===== config.mk =====
export PLATFORM = sky130hd
export DESIGN_NAME = dspbm_front
export DESIGN_NICKNAME = d
export VERILOG_FILES = /design/src/hdl/dspbm_pkg.sv /design/src/hdl/dspbm_front.sv
export SDC_FILE = /design/constraint.sdc
export NUM_CORES = 1
export LEC_CHECK = 0
export ABC_AREA = 1
export BUFFER_PORTS_ARGS = -buffer_cell sky130_fd_sc_hd__buf_2
export CAP_MARGIN = 20
export CELL_PAD_IN_SITES_DETAIL_PLACEMENT = 2
export CELL_PAD_IN_SITES_GLOBAL_PLACEMENT = 2
export CORE_ASPECT_RATIO = 1.2
export CORE_MARGIN = 3
export CORE_UTILIZATION = 15
export DETAILED_ROUTE_END_ITERATION = 12
export PLACE_DENSITY = 0.94
export SLEW_MARGIN = 5
export SYNTH_ARGS = -nofsm -noshare
export SYNTH_HDL_FRONTEND = slang
export SYNTH_SLANG_ARGS = --single-unit

===== constraint.sdc =====
create_clock -name vclk -period 5.5
set_input_delay 1.65 -clock vclk [all_inputs]
set_output_delay 1.65 -clock vclk [all_outputs]
set_load 0.01 [all_outputs]

===== src/hdl/dspbm_pkg.sv =====
package dspbm_pkg;

   localparam int NUM_BINS     = 1440;
   localparam int COORD_BITS   = 16;
   localparam int BIN_BITS     = 11;
   localparam int RANGE_BITS   = 16;
   localparam int ROT_Q15      = 23170;
   localparam int CORDIC_STEPS = 20;
   localparam int QUEUE_DEPTH  = 4;
   localparam int QPTR_BITS    = $clog2(QUEUE_DEPTH);

   localparam logic OP_ACCUM = 1'b0;
   localparam logic OP_DRAIN = 1'b1;

   localparam logic [1:0] CSR_OFFSET_X        = 2'd0;
   localparam logic [1:0] CSR_OFFSET_Y        = 2'd1;
   localparam logic [1:0] CSR_EDGE_SKIP       = 2'd2;
   localparam logic [1:0] CSR_POINTS_PER_SCAN = 2'd3;

   typedef struct packed {
      logic                         op;
      logic                         sensor;
      logic signed [COORD_BITS-1:0] x_pos;
      logic signed [COORD_BITS-1:0] y_pos;
      logic [BIN_BITS-1:0]          drain_bin;
   } item_type;

   typedef struct packed {
      logic     valid;
      item_type item;
   } head_type;

   typedef struct packed {
      logic signed [15:0] offset_x;
      logic signed [15:0] offset_y;
      logic [7:0]         edge_skip;
      logic [11:0]        points_per_scan;
   } cfg_type;

   // arctangent of 2^-i in units of 2^-32 turn
   function automatic logic [31:0] atan_turn(input logic [4:0] i);
      logic [31:0] v;
      begin
         unique case (i)
            5'd0:  v = 32'd536870912;
            5'd1:  v = 32'd316933406;
            5'd2:  v = 32'd167458907;
            5'd3:  v = 32'd85004756;
            5'd4:  v = 32'd42667331;
            5'd5:  v = 32'd21354465;
            5'd6:  v = 32'd10679838;
            5'd7:  v = 32'd5340245;
            5'd8:  v = 32'd2670163;
            5'd9:  v = 32'd1335087;
            5'd10: v = 32'd667544;
            5'd11: v = 32'd333772;
            5'd12: v = 32'd166886;
            5'd13: v = 32'd83443;
            5'd14: v = 32'd41722;
            5'd15: v = 32'd20861;
            5'd16: v = 32'd10430;
            5'd17: v = 32'd5215;
            5'd18: v = 32'd2608;
            5'd19: v = 32'd1304;
            default: v = 32'd0;
         endcase
         return v;
      end
   endfunction

endpackage


===== src/hdl/dspbm_front.sv =====
module dspbm_front (
   input  logic                 req_valid,
   output logic                 req_stall,
   input  logic                 req_op,
   input  logic                 req_sensor,
   input  logic [11:0]          req_point_index,
   input  logic signed [15:0]   req_x_pos,
   input  logic signed [15:0]   req_y_pos,
   input  logic [10:0]          req_drain_bin,
   input  dspbm_pkg::cfg_type   cfg,
   input  logic                 clearing,
   input  logic                 queue_full,
   output logic                 push,
   output dspbm_pkg::item_type  push_item
);

   logic        accept;
   logic        keep;
   logic [12:0] idx_end;

   assign req_stall = queue_full || clearing;
   assign accept    = req_valid && !req_stall;
   assign idx_end   = {1'b0, req_point_index} + 13'(cfg.edge_skip);

   // drop points too close to either end of the scan
   assign keep = (req_op == dspbm_pkg::OP_DRAIN) ||
                 ((req_point_index >= 12'(cfg.edge_skip)) &&
                  (idx_end < {1'b0, cfg.points_per_scan}));

   assign push = accept && keep;

   assign push_item.op        = req_op;
   assign push_item.sensor    = req_sensor;
   assign push_item.x_pos     = req_x_pos;
   assign push_item.y_pos     = req_y_pos;
   assign push_item.drain_bin = req_drain_bin;

endmodule


==> impl_metrics.toml <==
[setup_path]
startpoint = "cfg[15]"
crit_chain = "buf_2 > inv_1 > ha_1 > inv_2 > a21oi_2 > nand2_2 > a21oi_1 > xor2_1 > ha_1 > nand2_1 > nand2_1 > nand2_1 > nand2_1 > nand2_1 > nand2_1 > nor2_2 > nand3_2 > a21oi_2 > buf_2"
crit_slowest_cell = "ha_1"
cp-start-kind = "primary input"
crit_arrival_ps = 3990
max_stage_delay_ps = 300
crit_required_ps = 3850
crit_path_frequent_cell = "nand2_1"
critPathKind = "in2out"
crit_path_end_kind = "output pin"
critPathCapture = "push"
crit_fanout = 4

[timing]
period_minus_slack_ps = 5640
slew_violations = 0
rsz0062_at_grt = "true"
slew_headroom = 0.806
finalSetupViolCount = 1
tightest_slew_ps = 290
fin_setup_tns_ps = -135
hold_viol = 0
setup_ws_ps = -135
fmax_ghz = 0.177
whs_ps = 3300
finalCritPeriodShare = 1.02

[place]
dp_hpwl_um = 3960
dp_slack_ps = -455
gp_congestion = 0.815
postPlaceCellArea_mm2 = 0.00162
portBuffers = 39

[synth]
yosysUniqueCellTypes = 23
synth.area.top_cells = "buf_4 (24%), ha_1 (24%), inv_1 (12%)"
synth_area_leader_cell = "buf_4"
ys_seq_area_frac = 0
synthesis.area_mm2 = 0.00141
synth_top_area_frac = 0.240
synth_common_cells = "buf_4 (45), inv_1 (45), nand2_1 (43), ha_1 (27), nor2_1 (17)"
syn_inst = 226
syn_area_per_cell_um2 = 6.22
synthesis.nets = 366
ys_warn_count = 0

[run]
cap_violations = 0

[layout]
areaGrowthSynthToFinish_pct = 25.3
seq_cell_count = 0
fin_util = 0.194
design_area_mm2 = 0.00176
regArea_um2 = 0
num_antenna_cells = 0
n_fill_cell = 1096
drive_gt1_frac = 0.392
clockBufferCount = 0
final_nets = 392

[floorplan]
fp.coreArea_mm2 = 0.00908
rows = 38
die_y_um = 112
die_width_um = 94.4
dieArea_mm2 = 0.0106
io_pins = 159
start_util = 0.155

[worst_hold_path]
hold_start = "req_y_pos[1]"
hold_path_class = "in2out"

[drt]
drt_drc_violations_left = 0
routed_wl_um = 4460
routed-via-count = 1404
ant_nets = 0
drt-initial-drc-count = 24
detail_route.vias_per_cell = 3.79
wl_per_cell_um = 12.1
firstDrtPassIters = 4

[global_routing]
grt_pass1_wl_um = 7350
grt_pass1_vias = 1648
antenna_found_initial = 0
overflow = 0
grt_max_degree = 7
grt_usage = 0.0832

[pwr]
p_leak_nw = 1.02
vdd_ir_drop_max_v = 0.0000124
sw_frac_of_total = 0.530
pwr-share-seq = 0
powerDensity_mw_per_mm2 = 95.3
power.switching_mw = 0.0890
p_comb_frac = 1.000
p_clk_frac = 0
internal_power_mw = 0.0789

[outcome]
run_status = "finished, violations left"
violations = "negative setup slack"

[clock_tree]
hold_buffers = 0
==> layout make-up <==
class | count | area [µm²] | share of cell area
inverter | 48 | 180 | 0.102
multi-input combinational | 133 | 998 | 0.567
tap | 120 | 150 | 0.0852
timing repair buffer | 69 | 433 | 0.246
==> how the worst min path moves through the flow <==
stage | endpoint | slack, ps | cells after the start
final | push_item[12] | 3300 | 0
after global routing | push_item[22] | 3300 | 0
after CTS | push_item[0] | 3300 | 0
after detailed placement | push_item[0] | 3300 | 0
after global placement | push_item[0] | 3300 | 0
after floorplan | push_item[0] | 3390 | 1
==> repair_timing <==
item,CTS,global route
resized for setup,16,9
endpoints found under the setup margin,1,1
pin swaps,10,6
setup buffers,1,1
hold endpoints to repair,0,0
==> per-layer routing <==
layer  up-vias  routed length, µm  global-route usage
li1        695                  -                   -
met1       663               1540              0.0838
met2        32               2560               0.171
met3        14                237              0.0101
met4         0                123              0.0241
met5         -                  0                   0
==> metrics by stage <==
stage / power (mW) / cells
2_1_floorplan: 0.118 / 226
3_3_place_gp: 0.142 / 368
3_5_place_dp: 0.155 / 368
4_1_cts: 0.163 / 369
5_1_grt: 0.192 / 370
6_report: 0.168 / 370
==> kinds of logic after synthesis <==
kind of cell | after synthesis | share of synthesized area
xor gates and xnor gates | 9 | 0.0561
buffers and inverters | 93 | 0.368
AOI/OAI and AO/OA | 20 | 0.0899
and+or+nand+nor | 76 | 0.231
adders and majority gates | 28 | 0.254
==> placed cells by master (no fill, tap or decap), types with 2 or more instances in the layout <==
cell and instances:
a21oi_1 9, a21oi_2 4, buf_2 37, buf_4 30, buf_6 2, ha_1 21, ha_4 5, inv_1 44
inv_2 4, nand2_1 41, nand2_2 2, nand3_1 6, nand3_2 2, nand4_1 3, nor2_1 14, nor2_2 4
xor2_1 9
==> power groups by stage <==
stage	clock network, mW	logic [mW]	registers [mW]
floorplan	0	0.118	0
global placement	0	0.142	0
detailed placement	0	0.155	0
CTS	0	0.163	0
global route	0	0.192	0
finish	0	0.168	0
==> critical path: cells and delay by family <==
kind / cells / cell delay, ps
compound gates: 3 / 550
simple gates: 9 / 660
fa+ha+maj: 2 / 570
buf+inv: 4 / 360
xor+xnor: 1 / 200
Note: power is estimated with default switching activity, not from simulation.
