`src/hdl/dspbm_pkg.sv`:
```
package dspbm_pkg;

   localparam int NUM_BINS     = 1440;
   localparam int COORD_BITS   = 16;
   localparam int BIN_BITS     = 11;
   localparam int RANGE_BITS   = 16;
   localparam int ROT_Q15      = 23170;
   localparam int CORDIC_STEPS = 20;
   localparam int QUEUE_DEPTH  = 4;
   localparam int QPTR_BITS    = $clog2(QUEUE_DEPTH);

   localparam logic OP_ACCUM = 1'b0;
   localparam logic OP_DRAIN = 1'b1;

   localparam logic [1:0] CSR_OFFSET_X        = 2'd0;
   localparam logic [1:0] CSR_OFFSET_Y        = 2'd1;
   localparam logic [1:0] CSR_EDGE_SKIP       = 2'd2;
   localparam logic [1:0] CSR_POINTS_PER_SCAN = 2'd3;

   typedef struct packed {
      logic                         op;
      logic                         sensor;
      logic signed [COORD_BITS-1:0] x_pos;
      logic signed [COORD_BITS-1:0] y_pos;
      logic [BIN_BITS-1:0]          drain_bin;
   } item_type;

   typedef struct packed {
      logic     valid;
      item_type item;
   } head_type;

   typedef struct packed {
      logic signed [15:0] offset_x;
      logic signed [15:0] offset_y;
      logic [7:0]         edge_skip;
      logic [11:0]        points_per_scan;
   } cfg_type;

   // arctangent of 2^-i in units of 2^-32 turn
   function automatic logic [31:0] atan_turn(input logic [4:0] i);
      logic [31:0] v;
      begin
         unique case (i)
            5'd0:  v = 32'd536870912;
            5'd1:  v = 32'd316933406;
            5'd2:  v = 32'd167458907;
            5'd3:  v = 32'd85004756;
            5'd4:  v = 32'd42667331;
            5'd5:  v = 32'd21354465;
            5'd6:  v = 32'd10679838;
            5'd7:  v = 32'd5340245;
            5'd8:  v = 32'd2670163;
            5'd9:  v = 32'd1335087;
            5'd10: v = 32'd667544;
            5'd11: v = 32'd333772;
            5'd12: v = 32'd166886;
            5'd13: v = 32'd83443;
            5'd14: v = 32'd41722;
            5'd15: v = 32'd20861;
            5'd16: v = 32'd10430;
            5'd17: v = 32'd5215;
            5'd18: v = 32'd2608;
            5'd19: v = 32'd1304;
            default: v = 32'd0;
         endcase
         return v;
      end
   endfunction

endpackage

```
`src/hdl/dspbm_queue.sv`:
```
module dspbm_queue (
   input  logic                 clock,
   input  logic                 reset,
   input  logic                 push,
   input  dspbm_pkg::item_type  push_item,
   output logic                 full,
   input  logic                 pop,
   output dspbm_pkg::head_type  head
);

   dspbm_pkg::item_type                  slot_ff [dspbm_pkg::QUEUE_DEPTH];
   logic [dspbm_pkg::QPTR_BITS-1:0]      wr_ptr_ff;
   logic [dspbm_pkg::QPTR_BITS-1:0]      rd_ptr_ff;
   logic [dspbm_pkg::QPTR_BITS:0]        count_ff;
   logic                                 do_pop;

   assign full       = (count_ff == (dspbm_pkg::QPTR_BITS+1)'(dspbm_pkg::QUEUE_DEPTH));
   assign head.valid = (count_ff != '0);
   assign head.item  = slot_ff[rd_ptr_ff];
   assign do_pop     = pop && head.valid;

   always_ff @(posedge clock) begin
      if (push) begin
         slot_ff[wr_ptr_ff] <= push_item;
      end
      if (reset) begin
         wr_ptr_ff <= '0;
         rd_ptr_ff <= '0;
         count_ff  <= '0;
      end else begin
         if (push) wr_ptr_ff <= wr_ptr_ff + 1'b1;
         if (do_pop) rd_ptr_ff <= rd_ptr_ff + 1'b1;
         if (push && !do_pop) count_ff <= count_ff + 1'b1;
         else if (do_pop && !push) count_ff <= count_ff - 1'b1;
      end
   end

endmodule

```
`config.mk`:
```
export PLATFORM = sky130hd
export DESIGN_NAME = dspbm_queue
export DESIGN_NICKNAME = d
export VERILOG_FILES = /design/src/hdl/dspbm_pkg.sv /design/src/hdl/dspbm_queue.sv
export SDC_FILE = /design/constraint.sdc
export NUM_CORES = 1
export LEC_CHECK = 0
export BUFFER_PORTS_ARGS = -buffer_cell sky130_fd_sc_hd__buf_2
export CORE_MARGIN = 5
export CORE_UTILIZATION = 44
export CTS_CLUSTER_DIAMETER = 200
export CTS_CLUSTER_SIZE = 30
export DETAILED_ROUTE_END_ITERATION = 10
export PLACE_DENSITY = 0.7
export SLEW_MARGIN = 20
export SYNTH_ARGS = -nofsm -noshare
export SYNTH_HDL_FRONTEND = slang
export SYNTH_SLANG_ARGS = --single-unit
export TNS_END_PERCENT = 50
```
`constraint.sdc`:
```
create_clock -name clock -period 2.2 [get_ports clock]
set_clock_uncertainty 0.05 [all_clocks]
set_input_delay 0 -clock clock [delete_from_list [all_inputs] [get_ports clock]]
set_output_delay 0 -clock clock [all_outputs]
set_load 0.03 [all_outputs]
```
==> impl_metrics.toml, run 1 <==
[yosys]
synth_top_family_by_area = "multiplexers"
synth.avg_cell_area_um2 = 25.06
async_reset_ff_share_pct = 0
synth_top_cell_by_area = "edfxtp_1"
synth-xor-area-share_pct = 0.6262
synth-edff-count = 180
synth_cells = 279
ys_ff_latch = 189
synth_compound_area_share_pct = 0.3757
syn-cell-area_um2 = 6993
ys.flop_type = "edfxtp_1"
synth_warnings = 0
ys_seq_area_share_pct = 79.87
ys_types = 23
synth_fa_ha_area_share_pct = 1.181
synthTopCellsByArea = "edfxtp_1 77%, mux4_2 13%, dfxtp_1 2.6%"
synthDominantCellAreaShare_pct = 77.29
synth.area.mux_share_pct = 15.05
syn_nets = 334
synth-simple-area-share_pct = 1.020

[sta]
tightest_slew_ns = 0.4999
min_period_ns = 2.141
hold_viol = 0
fmax_mhz = 467.2
timing.hold.ws_ns = 0.2722
setup_viol = 0
fin_setup_tns_ns = 0
slew_headroom_pct = 66.25
slew_viol_final = 0
fin_crit_sh_pct = 97.30

[floorplanning]
die_y_um = 136.1
core_um2 = 15710
die_width_um = 136.1
start_util_pct = 44.51
rows = 46
ios = 96
design.die.area_um2 = 18510

[critical_path]
r2r_setup_slack_ns = 0.06
endpoint_kind = "register"
worst-path-buf-inv = 1
crit_fanout = 6
rr_endpoint = "count_ff[2]"
crit_arrival_ns = 2.45
cp_cell_sequence = "o31ai_2, ha_1, inv_1, fa_1, xor2_1, or3_1, a21oi_1"
path_delay_family = "adder cells"
worstSetupStartpointType = "register"
reg2regPathDepth = 7
crit_required_ns = 2.51
slowest_delay_ns = 0.38
crit_slowest_cell = "dfxtp_1"
reg2reg_from = "count_ff[1]"
critical_path_class = "register to register"

[global_routing]
grt_overflow = 0
grt_util_all_layers_pct = 14.50
grt_pass1_vias = 3648
antenna_found_initial = 0
grt_pass1_wl_um = 19470
grt_max_degree = 32

[layout]
drive_above_1_share_pct = 40.31
stdcell_count = 676
syn2layout_area_growth_pct = 26.70
fin_util_pct = 56.39
fin_nets = 501

[drt]
drt-vias-per-instance = 4.969
totalWireLength_um = 12730
num_vias = 3359
wl_per_cell_um = 18.83
first_iter_violations = 197
antenna_left = 0
drc = 0
firstDrtPassIters = 4

[min_path]
whs_endpoint = "slot_ff[2][14]"
min_path_cells = 2
min-delay-start = "push_item[14]"
min_path_type = "input pin to register"

[place]
dp_hpwl_um = 7698
port_buffers = 95
dp.cells = 594
globalplace.congestion = 0.7051

[pwr]
leakage_nw = 3.058
p_total_mw = 9.866
powerDensity_nw_per_um2 = 1114
ir_worst_vdd_mv = 0.5476

[clocking]
cts_setup_buffers = 0
clk_latency_ns = 0.42
cts_sinks = 189
h-tree-depth = 4
path_clk_slew_ns = 0.07
clockRootBuffer = "clkbuf_16"
clock_path_buffers = 2
cts_tree = "yes"
cts_made_buffers = 17

[flow_run]
maxCapViolations = 0

[status]
status = "finished, final reports clean"
==> flip-flops by register name, summed over array words and instances, names as in the netlist, named ones only <==
register and flops:
slot_ff 180, rd_ptr_ff 2, count_ff 3, wr_ptr_ff 2
==> per-layer routing <==
layer	track usage, %	vias to the layer above	share of wire [%]
met5	0	-	0
met4	4.703	0	1.2
met3	4.922	15	4.8
met2	25.01	76	53
met1	17.15	1752	41
li1	-	1516	-
==> layout make-up <==
cell class / instances / area, um2
sequential: 189 / 5590
multi-input combinational: 76 / 1286
antenna: 1 / 2.502
inverter: 3 / 11.26
clock buffer: 18 / 429.2
clock inverter: 14 / 166.4
timing repair buffer: 159 / 1104
tap: 216 / 270.3
fill: 1211 / 6853
==> placed cells by master, fill, tap and decap left out, drive strengths merged, types with 5 or more instances in the layout <==
cell | synthesis | final
edfxtp | 180 | 180
clkbuf | 2 | 18
buf | 9 | 110
dlygate4sd3 | 0 | 49
clkinv | 0 | 5
nor2 | 7 | 7
mux4 | 45 | 45
inv | 3 | 6
dfxtp | 9 | 9
ha | 5 | 5
==> timing repair <==
item,CTS,global route
hold buffers,49,0
setup endpoints to repair,0,1
resized for setup,0,1
endpoints found under the hold margin,189,0
==> logic make-up (layout without fill, tap and decap cells) <==
logic type                 count (synthesis)  count (layout)
AOI/OAI and AO/OA                          4               4
xor gates and xnor gates                   5               5
adders and majority gates                  6               6
buffers and inverters                     14             194
DFF                                      189             189
muxes                                     47              47
other                                      0               1
and+or+nand+nor                           14              14
==> power breakdown <==
part | internal, mW | switching, mW | total (mW)
clock | 1.79 | 1.26 | 3.05
sequential | 4.16 | 0.0766 | 4.24
combinational | 1.06 | 1.52 | 2.58
total | 7.01 | 2.86 | 9.87
==> synthesized netlist by cell type (2+ instances only) <==
master,n
buf_12,4
inv_1,3
mux4_1,5
and2_1,4
or3_1,2
ha_1,5
nor2_1,7
edfxtp_1,180
mux2i_1,2
buf_2,4
dfxtp_1,9
mux4_2,40
xor2_1,4
==> per-stage QoR <==
step | instance area [um2] | worst slack [ns]
5_1_grt | 8857 | -0.01687
6_report | 8860 | 0.05938
3_5_place_dp | 7766 | 0.05150
4_1_cts | 8852 | 0.02060
2_1_floorplan | 6993 | 0.1205
3_3_place_gp | 7766 | 0.1753
==> how the worst max path moves through the flow <==
stage / from / end / cells after the start
3_3_place_gp: count_ff[1] / count_ff[2] / 7
5_1_grt: count_ff[1] / count_ff[2] / 7
2_1_floorplan: wr_ptr_ff[0] / slot_ff[2][0] / 3
6_report: count_ff[1] / count_ff[2] / 7
3_5_place_dp: count_ff[1] / count_ff[2] / 7
4_1_cts: count_ff[1] / count_ff[2] / 7
(Power assumes the default switching activity.)
==> run 2, diff against run 1 <==
--- a/config.mk
+++ b/config.mk
@@ -5,6 +5,7 @@
 export SDC_FILE = /design/constraint.sdc
 export NUM_CORES = 1
 export LEC_CHECK = 0
+export ABC_AREA = 1
 export BUFFER_PORTS_ARGS = -buffer_cell sky130_fd_sc_hd__buf_2
 export CORE_MARGIN = 5
 export CORE_UTILIZATION = 44
==> impl_metrics.toml, run 2 <==
[critical_path]
slowest_delay_ns = 0.63
critical_path_class = "register to primary output"
crit_required_ns = 2.15
crit_slowest_cell = "dfxtp_4"
worstSetupStartpointType = "register"
worst-path-buf-inv = 2
cp_cell_sequence = "buf_4, o21ai_0, o22ai_1, buf_2"
crit_arrival_ns = 1.93
path_delay_family = "flip-flops"
crit_fanout = 30
endpoint_kind = "primary output"

[yosys]
synth_top_family_by_area = "compound AO/OA/AOI/OAI gates"
synth_cells = 498
synthTopCellsByArea = "edfxtp_1 74%, nor2_1 5.0%, o21ai_1 4.1%"
ys.flop_type = "edfxtp_1"
yosys-top-cells-count = "180 x edfxtp_1, 96 x nor2_1, 60 x o21ai_1"
synth_fa_ha_area_share_pct = 1.136
synth-xor-area-share_pct = 0.1205
synth.avg_cell_area_um2 = 14.60
synth-simple-area-share_pct = 6.040
ys_ff_latch = 189
synth_top_cell_by_area = "edfxtp_1"
async_reset_ff_share_pct = 0
ys_seq_area_share_pct = 76.82
synth-edff-count = 180
synth_compound_area_share_pct = 10.62
synth_warnings = 0
synthDominantCellAreaShare_pct = 74.34
syn-cell-area_um2 = 7271
synthMostInstantiatedCell = "edfxtp_1"
synth.area.mux_share_pct = 0
syn_nets = 553
ys_types = 22

[global_routing]
grt_pass1_wl_um = 24010
grt_util_all_layers_pct = 15.84
grt_overflow = 0
grt.met2_usage_pct = 26.00
antenna_found_initial = 0
use_met1_pct = 20.65
grt_max_degree = 91
grt.busiest_layer = "met2"
use_met3_pct = 4.552
grt_pass1_vias = 4524

[floorplanning]
rows = 47
start_util_pct = 44.31
design.die.area_um2 = 19190
ios = 96
core_um2 = 16410
die_width_um = 138.5
die_y_um = 138.5

[layout]
fin_nets = 700
drive_above_1_share_pct = 21.58
n_antenna_cell = 0
final_common_cell = "edfxtp_1"
mostFrequentLayoutCells = "180 x edfxtp_1, 96 x nor2_1, 95 x buf_2, 60 x o21ai_1, 49 x dlygate4sd3_1"
top_regs = "slot_ff: 180 flops, count_ff: 3 flops"
top_register = "slot_ff"
largest_reg_flops = 180
syn2layout_area_growth_pct = 22.16

[sta]
fmax_mhz = 505.3
min_period_ns = 1.979
slew_headroom_pct = 65.03
fin_setup_tns_ns = 0
tightest_slew_ns = 0.5245
hold_viol = 0
fin_crit_sh_pct = 89.95
setup_viol = 0
slew_viol_final = 0
rsz0062_at_grt = "false"

[drt]
num_vias = 4538
wl_per_cell_um = 17.41
drc = 0
drt-vias-per-instance = 5.169
first_iter_violations = 372
totalWireLength_um = 15290
antenna_left = 0
firstDrtPassIters = 5

[pwr]
ir_worst_vdd_mv = 0.5980
powerDensity_nw_per_um2 = 1100
p_sw_share_pct = 32.91
leakage_nw = 3.188
p_int_mw = 6.557
power.share.sequential_pct = 43.8
p_total_mw = 9.773
netSwitchingPower_mw = 3.217
power_frac_comb_pct = 26.8
clockPowerShare_pct = 29.3

[clocking]
cts_tree = "yes"
cts_sinks = 189
clockRootBuffer = "clkbuf_16"
cts_made_buffers = 17
path_clk_slew_ns = 0.06
clock_path_buffers = 2
clk_latency_ns = 0.42
h-tree-depth = 4

[flow_run]
maxCapViolations = 0

[place]
globalplace.congestion = 0.7639
port_buffers = 95
dp_hpwl_um = 8636

[status]
status = "finished, final reports clean"

[min_path]
min_path_type = "input pin to register"
[run 2: cell types whose count changed in the layout (fill, tap and decap cells not counted), sizes merged, moves of 10 or more]
cell | previous run | this run
o22ai | 0 | 45
o21ai | 1 | 93
nand2 | 0 | 15
inv | 6 | 16
mux4 | 45 | 0
nor2 | 7 | 96
[run 2: metal layers]
layer / vias to the layer above / wire, um
met5: - / 0
met1: 2215 / 6677
met4: 0 / 204
met3: 20 / 967
met2: 152 / 7438
li1: 2151 / -
[run 2: power groups by stage]
stage               clock network (mW)  logic (mW)  registers, mW
floorplan                            0        2.09           4.27
global placement                     0        2.44           4.38
detailed placement                   0        2.49           4.40
CTS                               2.92        2.58           4.32
global route                      3.09        2.85           4.31
finish                            2.86        2.62           4.29
[run 2: final timing paths]
kind / from / to / slack (ns) / cells after the start
max: register / head[31] / 0.22 / 4
min: push_item[38] / slot_ff[0][38] / 0.28 / 2
max reg2reg: count_ff[0] / count_ff[1] / 0.37 / 8
min reg2reg: rd_ptr_ff[1] / register / 0.47 / 2
[run 2: area by class of cell]
type | count | area [um2]
clock buffers | 19 | 432.9
clock inverters | 13 | 125.1
fillers | 1358 | 7525
inverters | 16 | 75.07
multi-input cells | 265 | 1303
flip-flops and latches | 189 | 5590
well taps | 220 | 275.3
repair buffers | 156 | 1081
[run 2: stage by stage]
step | hold WS, ns | util, % | worst slack, ns | area (um2) | cells
after global routing | 0.2758 | 54.14 | 0.08216 | 8882 | 878
after floorplan | 0.01907 | - | 0.2804 | 7271 | 498
after CTS | 0.2614 | 54.01 | 0.03771 | 8861 | 877
after global placement | 0.1604 | 47.62 | 0.4794 | 7812 | 796
final | 0.2783 | 54.14 | 0.2211 | 8882 | 878
after detailed placement | 0.1649 | 47.62 | 0.4029 | 7812 | 796
[run 2: worst reg2reg max path, stage by stage, from the launching register on]
cell and delay (ns):
dfxtp_1 0.42, nor2_1 0.06, nand2_1 0.13, nand2_2 0.08, ha_1 0.20, inv_1 0.09, fa_1 0.40, o21ai_0 0.21
nor2_1 0.07
[run 2: cells by family (layout without fill, tap and decap cells)]
logic type / Yosys count / after routing
compound gates: 143 / 143
xor+xnor: 1 / 1
fa+ha+maj: 6 / 6
buf+inv: 44 / 204
flops: 189 / 189
simple gates: 115 / 115
[run 2: timing repair]
action,CTS,global route
endpoints found under the setup margin,0,35
hold buffers,49,0
hold endpoints to repair,189,0
setup buffers,0,1
resized for setup,0,1
